--- src/lrr_pkg.sv ---
package lrr_pkg;

  localparam int SampleW = 32;
  localparam int LenW    = 11;
  localparam int LimitW  = 31;
  localparam int PosW    = 16;

  typedef struct packed {
    logic signed [SampleW-1:0] sample;
    logic                      last_sample;
  } item_t;

  typedef struct packed {
    logic [LenW-1:0] longest_length;
    logic [LenW-1:0] window_length;
    logic            capped;
    logic            final_result;
  } result_t;

  typedef enum logic [8:0] {
    ST_IDLE    = 9'b000000001,
    ST_CAP_RD  = 9'b000000010,
    ST_CAP     = 9'b000000100,
    ST_TAIL_RD = 9'b000001000,
    ST_TAIL    = 9'b000010000,
    ST_PUSH    = 9'b000100000,
    ST_SHR_RD  = 9'b001000000,
    ST_SHR     = 9'b010000000,
    ST_OUT     = 9'b100000000
  } state_t;

endpackage

--- src/lrr_if.sv ---
interface lrr_in_if;
  logic                                   valid;
  logic                                   ready;
  logic signed [lrr_pkg::SampleW-1:0]     sample;
  logic                                   last_sample;
  modport source (output valid, output sample, output last_sample, input ready);
  modport sink (input valid, input sample, input last_sample, output ready);
endinterface


--- src/lrr_front.sv ---
module lrr_front (
  input  logic            clk,
  input  logic            rst_n,
  lrr_in_if.sink          in_ch,
  output logic            item_valid,
  input  logic            item_ready,
  output lrr_pkg::item_t  item
);

  lrr_pkg::item_t q_r [2];
  logic       wr_r, wr_nxt;
  logic       rd_r, rd_nxt;
  logic [1:0] cnt_r, cnt_nxt;
  logic       push, pop;

  assign in_ch.ready = (cnt_r != 2'd2);
  assign push        = in_ch.valid && in_ch.ready;
  assign item_valid  = (cnt_r != 2'd0);
  assign pop         = item_valid && item_ready;
  assign item        = q_r[rd_r];

  always_comb begin
    wr_nxt  = push ? ~wr_r : wr_r;
    rd_nxt  = pop ? ~rd_r : rd_r;
    cnt_nxt = cnt_r + 2'(push) - 2'(pop);
  end

  always_ff @(posedge clk) begin
    if (!rst_n) begin
      wr_r  <= 1'b0;
      rd_r  <= 1'b0;
      cnt_r <= 2'd0;
    end else begin
      wr_r  <= wr_nxt;
      rd_r  <= rd_nxt;
      cnt_r <= cnt_nxt;
    end
    if (push) begin
      q_r[wr_r].sample      <= in_ch.sample;
      q_r[wr_r].last_sample <= in_ch.last_sample;
    end
  end

endmodule

--- src/flat_wrapper.sv ---
// flat-port wrapper written by rule: the top's interface ports become plain ports
module lrr_front_flat 
  (clk, rst_n, item_valid, item_ready, item, in_ch_valid, in_ch_sample, in_ch_last_sample, in_ch_ready);
  lrr_in_if in_ch_i ();
  input  logic clk;
  input  logic rst_n;
  output logic item_valid;
  input  logic item_ready;
  output lrr_pkg::item_t item;
  input wire logic [$bits(in_ch_i.valid)-1:0] in_ch_valid;
  input wire logic [$bits(in_ch_i.sample)-1:0] in_ch_sample;
  input wire logic [$bits(in_ch_i.last_sample)-1:0] in_ch_last_sample;
  output wire logic [$bits(in_ch_i.ready)-1:0] in_ch_ready;
  assign in_ch_i.valid = in_ch_valid;
  assign in_ch_i.sample = in_ch_sample;
  assign in_ch_i.last_sample = in_ch_last_sample;
  assign in_ch_ready = in_ch_i.ready;
  lrr_front u_core (.clk(clk), .rst_n(rst_n), .in_ch(in_ch_i), .item_valid(item_valid), .item_ready(item_ready), .item(item));
endmodule
--- config.mk ---
export PLATFORM = sky130hd
export DESIGN_NAME = lrr_front_flat
export DESIGN_NICKNAME = d
export VERILOG_FILES = /design/src/lrr_pkg.sv /design/src/lrr_if.sv /design/src/lrr_front.sv /design/src/flat_wrapper.sv
export SDC_FILE = /design/constraint.sdc
export NUM_CORES = 1
export LEC_CHECK = 0
export ABC_AREA = 1
export BUFFER_PORTS_ARGS = -buffer_cell sky130_fd_sc_hd__buf_2
export CORE_MARGIN = 3
export CORE_UTILIZATION = 52
export DETAILED_ROUTE_END_ITERATION = 8
export GPL_TIMING_DRIVEN = 0
export MAX_ROUTING_LAYER = met4
export PLACE_DENSITY_LB_ADDON = 0.2
export SLEW_MARGIN = 25
export SYNTH_ARGS = -nofsm -noshare
export SYNTH_HDL_FRONTEND = slang
export SYNTH_SLANG_ARGS = --single-unit
--- constraint.sdc ---
create_clock -name clk -period 3.3 [get_ports clk]
set_input_delay 0.66 -clock clk [delete_from_list [all_inputs] [get_ports clk]]
set_output_delay 0.66 -clock clk [all_outputs]
set_load 0.005 [all_outputs]
==> results.yml, run 1 <==
placed_design:
  io_buffers: 71
  dp_hpwl_um: 3240
  place.gp.congestion: 0.649
setup_path:
  critPathArrivalTime_ns: 1.38
  r2r_cells: 5
  end_kind: "output port"
  worstPathRequired_ns: 2.64
  worstPathMaxFanout: 10
  cp-start-kind: "flop"
  worst-setup-path-type: "flop to output port"
floorplan:
  chipHeight_um: 79.2
  initial_core_util_pct: 54.2
  num_rows: 26
  die_x_um: 79.2
  die_area_sq_um: 6270
  num_io_pins: 72
  core_area_sq_um: 5140
cells_and_area:
  nets: 263
  final_core_util_pct: 67.0
  n_antenna_cell: 0
  synthToLayoutAreaGrowth_pct: 23.6
  drive_above_1_share_pct: 54.1
run_status:
  outcome: "completed"
pwr:
  powerDensity_nw_per_um2: 739
  power_leakage_nw: 1.41
  peakVddDrop_mv: 0.550
synth:
  synthDistinctLibCells: 12
  synthCells: 141
  syn-num-nets: 180
  synth_area_per_cell_sq_um: 19.8
  ys_ff_latch: 71
  synth_top_cells_by_area: "edfxtp_1 (71%), mux2_4 (16%), dfxtp_1 (3.6%)"
  post-synth-top-area-cell: "edfxtp_1"
  yosysWarningCount: 0
  netlist.area_leader.share_pct: 71.2
  seq_area_frac_synth_pct: 74.8
  syn_area_sq_um: 2790
global_routing:
  gr-usage-all-layers_pct: 16.2
  first_global_vias: 1564
  grt_overflow: 0
  grt_pass1_wl_um: 7150
  grt_max_degree: 34
  antenna_found_initial: 0
timing:
  finalMaxSlewViolations: 0
  clock.fmax_mhz: 490
  finalCriticalPeriod_ns: 2.04
  period_share_pct: 61.8
  skew_ns: 0.00465
  whs_ns: 0.519
  worstMarginPinSlew_ns: 0.730
  setup_viol: 0
  rsz0062_at_grt: "false"
  hold_viol: 0
  fin_setup_tns_ns: 0
  slew_headroom_pct: 51.2
worst_hold_path:
  holdPathStages: 1
  hold_class: "input pin to flop"
clock_network:
  htreeDepth: 3
  postCtsSetupBuffers: 0
  cts-root-buf: "clkbuf_8"
  cts.sinks: 71
  ctsHoldBuffers: 0
  cts_buffer_depth: 2
  clock_latency_ns: 0.33
  numCtsBuffers: 9
  cts_resized: 0
  tritoncts: "done"
  clkTransAtPathRegs_ns: 0.07
route:
  vias_per_cell: 4.80
  ant_nets: 0
  wl_per_cell_um: 15.3
  drtIter0Drc: 69
  num_vias: 1434
  drc: 0
  routed_wl_um: 4570
  dr.pass1.iters: 4
flow_run:
  maxCapViolCount: 0
layout by cell type (no fill, tap or decap):
| cell type | n |
|---|---|
| clkbuf_8 | 9 |
| buf_2 | 71 |
| buf_6 | 1 |
| a21oi_1 | 2 |
| inv_1 | 8 |
| nand2_1 | 9 |
| edfxtp_1 | 66 |
| mux2_2 | 3 |
| clkinv_2 | 3 |
| nor2_1 | 7 |
| bufinv_16 | 1 |
| ha_1 | 2 |
| buf_12 | 3 |
| nor2_4 | 1 |
| dfxtp_1 | 5 |
| inv_2 | 1 |
| clkinv_1 | 1 |
| clkbuf_1 | 2 |
| nand3_1 | 3 |
| buf_16 | 1 |
| mux2_4 | 30 |
kinds of logic (layout without fill, tap and decap cells):
group | after synthesis | in the layout | synth area share [%]
compound gates | 2 | 2 | 0.359
fa+ha+maj | 2 | 2 | 0.898
buf+inv | 13 | 101 | 3.77
flops | 71 | 71 | 74.8
mux | 33 | 33 | 17.4
simple gates | 20 | 20 | 2.83
cell usage after synthesis:
cell	instances
a21oi_1	2
buf_12	3
buf_6	1
dfxtp_1	5
edfxtp_1	66
ha_1	2
inv_1	9
mux2_2	3
mux2_4	30
nand2_1	9
nand3_1	3
nor2_1	8
through the flow:
stage	power, mW	instance area [sq um]	setup WS, ns	cells
floorplan	1.68	2790	0.757	141
global placement	1.89	3230	0.0252	282
detailed placement	1.95	3260	1.43	283
CTS	2.57	3440	1.24	299
global route	2.68	3440	1.19	299
finish	2.55	3440	1.26	299
path summary, 6_finish.rpt:
check	startpoint	to	slack, ns
worst max register to register	u_core.cnt_r[0]	u_core.q_r[0][4]	1.63
worst max-delay path	flop	item[21]	1.26
worst min-delay path	in_ch_sample[7]	u_core.q_r[0][8]	0.52
worst min register to register	u_core.rd_r	u_core.rd_r	0.54
routing by layer:
| metal | vias up | track usage [%] | wire length [um] |
|---|---|---|---|
| li1 | 689 | - | - |
| met1 | 686 | 17.1 | 1760 |
| met2 | 51 | 27.4 | 2500 |
| met3 | 8 | 4.42 | 229 |
| met4 | 0 | 8.93 | 73 |
| met5 | - | - | 0 |
where the power goes:
| group | total [mW] | switching [mW] | internal (mW) |
|---|---|---|---|
| sequential | 1.20 | 0.0452 | 1.15 |
| clock | 0.630 | 0.287 | 0.343 |
| combinational | 0.717 | 0.321 | 0.396 |
| total | 2.55 | 0.653 | 1.89 |
registers in the layout, indices dropped and copies added, names as in the netlist, named ones only:
| name | count |
|---|---|
| u_core.cnt_r | 2 |
| u_core.q_r | 66 |
| u_core.rd_r | 1 |
| u_core.wr_r | 1 |
layout make-up:
| class | instances | area (sq um) |
|---|---|---|
| buffer | 4 | 71.3 |
| clock buffer | 11 | 131 |
| clock inverter | 5 | 48.8 |
| fill | 393 | 1700 |
| inverter | 9 | 33.8 |
| multi-input combinational | 57 | 606 |
| sequential | 71 | 2080 |
| tap | 70 | 87.6 |
| timing repair buffer | 72 | 383 |
worst max-delay path, cell delays in order, from the launching register on:
cell and delay, ns:
dfxtp_1 0.32, buf_6 0.14, buf_12 0.15, mux2_4 0.30, buf_2 0.13
Note: power is estimated with default switching activity, not from simulation.
==> run 2, diff against run 1 <==
- ABC_AREA: 1 -> 0
- clock period: 3.3 -> 1.92 ns (I/O delays scaled with it)
==> results.yml, run 2 <==
placed_design:
  place_inst: 269
  place.gp.congestion: 0.653
  io_buffers: 71
  dp_hpwl_um: 3160
timing:
  worstMarginPinSlew_ns: 0.513
  fin_setup_tns_ns: 0
  finalMaxSlewViolations: 0
  slew_headroom_pct: 65.7
  setup_viol: 0
  rsz0062_at_grt: "false"
  finalCriticalPeriod_ns: 1.77
  period_share_pct: 92.0
  hold_viol: 0
  whs_ns: 0.244
  clock.fmax_mhz: 566
  skew_ns: 0.00604
synth:
  synthDistinctLibCells: 22
  synth_common_cells: "edfxtp_1 (66), mux2_4 (30), dfxtp_1 (5)"
  syn_area_sq_um: 2780
  synth_area_per_cell_sq_um: 21.4
  synth_top_cells_by_area: "edfxtp_1 (71%), mux2_4 (16%), dfxtp_1 (3.6%)"
  syn-num-nets: 169
  synth-compound-area-share_pct: 0.450
  synth.most_common_cell: "edfxtp_1"
  yosysWarningCount: 0
  ys_dominant_reg_cell: "edfxtp_1"
  synth_edf_count: 66
  seq_area_frac_synth_pct: 74.9
  synthMuxAreaShare_pct: 17.4
  async_reset_ff_share_pct: 0
  synth_xor_xnor_area_share_pct: 0.630
  synth_top_family_by_area: "multiplexers"
  synthCells: 130
  netlist.area_leader.share_pct: 71.3
  yosys.area_share.simple_pct: 2.79
  post-synth-top-area-cell: "edfxtp_1"
  synthAdderAreaFrac_pct: 0.900
  ys_ff_latch: 71
setup_path:
  cp-start-kind: "flop"
  end_kind: "output port"
  critPathArrivalTime_ns: 1.38
  worstPathMaxFanout: 10
  worst-setup-path-type: "flop to output port"
  worstPathRequired_ns: 1.54
global_routing:
  grt_use_met1_pct: 16.3
  grt_max_degree: 34
  gr-usage-all-layers_pct: 15.8
  gr-max-usage-layer: "met2"
  grt_util_met2_pct: 27.4
  antenna_found_initial: 0
  first_global_vias: 1545
  grt_overflow: 0
  grt_pass1_wl_um: 7050
  global_route.usage.met3_pct: 4.42
route:
  dr.pass1.iters: 4
  drtIter0Drc: 36
  drc: 0
  num_vias: 1427
  vias_per_cell: 5.01
  routed_wl_um: 4580
  wl_per_cell_um: 16.1
  ant_nets: 0
cells_and_area:
  nets: 253
  n_antenna_cell: 0
  layout_commonest_cell: "buf_2"
  reg_top3: "u_core.q_r (66), u_core.cnt_r (2)"
  final_core_util_pct: 69.1
  top_register: "u_core.q_r"
  largest_reg_flops: 66
  final-instance-count-excl-fill: 285
  final_cell_mix: "buf_2 (71), edfxtp_1 (66), mux2_4 (30)"
  synthToLayoutAreaGrowth_pct: 22.9
  drive_above_1_share_pct: 56.9
run_status:
  outcome: "completed"
worst_hold_path:
  hold_class: "input pin to flop"
pwr:
  p_total_mw: 4.25
  power_leakage_nw: 1.37
  powerDensity_nw_per_um2: 1240
  peakVddDrop_mv: 0.665
floorplan:
  num_io_pins: 72
  die_area_sq_um: 6260
  chipHeight_um: 79.1
  initial_core_util_pct: 56.3
  num_rows: 25
  die_x_um: 79.1
  core_area_sq_um: 4940
clock_network:
  cts_buffer_depth: 2
  ctsHoldBuffers: 0
  cts.sinks: 71
  cts-root-buf: "clkbuf_8"
  clkTransAtPathRegs_ns: 0.07
  numCtsBuffers: 9
  tritoncts: "done"
  clock_latency_ns: 0.32
  htreeDepth: 3
flow_run:
  maxCapViolCount: 0
==> run 2: path summary, 6_finish.rpt <==
path | from | to | slack [ns] | depth (start not counted)
worst max-delay path | flop | item[30] | 0.15 | 4
worst max register to register | u_core.cnt_r[1] | u_core.cnt_r[1] | 0.33 | 7
worst min-delay path | in_ch_sample[4] | u_core.q_r[1][5] | 0.24 | 1
worst min register to register | u_core.rd_r | flop | 0.53 | 2
==> run 2: power breakdown <==
group	internal [mW]	leakage, nW	total [mW]	switching, mW
clock	0.450	0.0730	0.910	0.460
sequential	1.96	0.657	2.05	0.0842
combinational	0.756	0.637	1.29	0.535
total	3.17	1.37	4.25	1.08
==> run 2: per-stage QoR <==
step / area [sq um] / setup slack, ns
final: 3420 / 0.154
after global routing: 3420 / 0.0777
after CTS: 3400 / 0.0408
after detailed placement: 3260 / 0.0541
after global placement: 3230 / -0.174
after floorplan: 2790 / 0.175
==> run 2: kinds of logic after synthesis <==
group                      count (synthesis)
xor gates and xnor gates                   2
AOI/OAI and AO/OA                          2
adders and majority gates                  2
DFF                                       71
and+or+nand+nor                           13
buffers and inverters                      7
muxes                                     33
==> run 2: timing repair <==
action | CTS | global route
gates resized for setup | 0 | 1
setup endpoints to repair | 0 | 33
endpoints found under the hold margin | 0 | 0
setup buffers | 0 | 0
==> run 2: per-layer routing <==
metal | wire length, um | part of all wire [%]
met3 | 260 | 5.7
met2 | 2520 | 55
met1 | 1730 | 38
met5 | 0 | 0
met4 | 69 | 1.5
==> run 2: worst max-delay path, stage by stage (launching register included) <==
cell,delay [ns]
dfxtp_1,0.33
buf_6,0.14
buf_12,0.15
mux2_4,0.31
buf_2,0.13
==> run 2: layout make-up <==
cell class	count	area, sq um
Buffer	4	71.3
Fill cell	379	1530
Multi-Input combinational cell	53	639
Inverter	3	11.3
Clock buffer	12	135
Clock inverter	3	11.3
Sequential cell	71	2080
Timing Repair Buffer	72	383
Tap cell	67	83.8
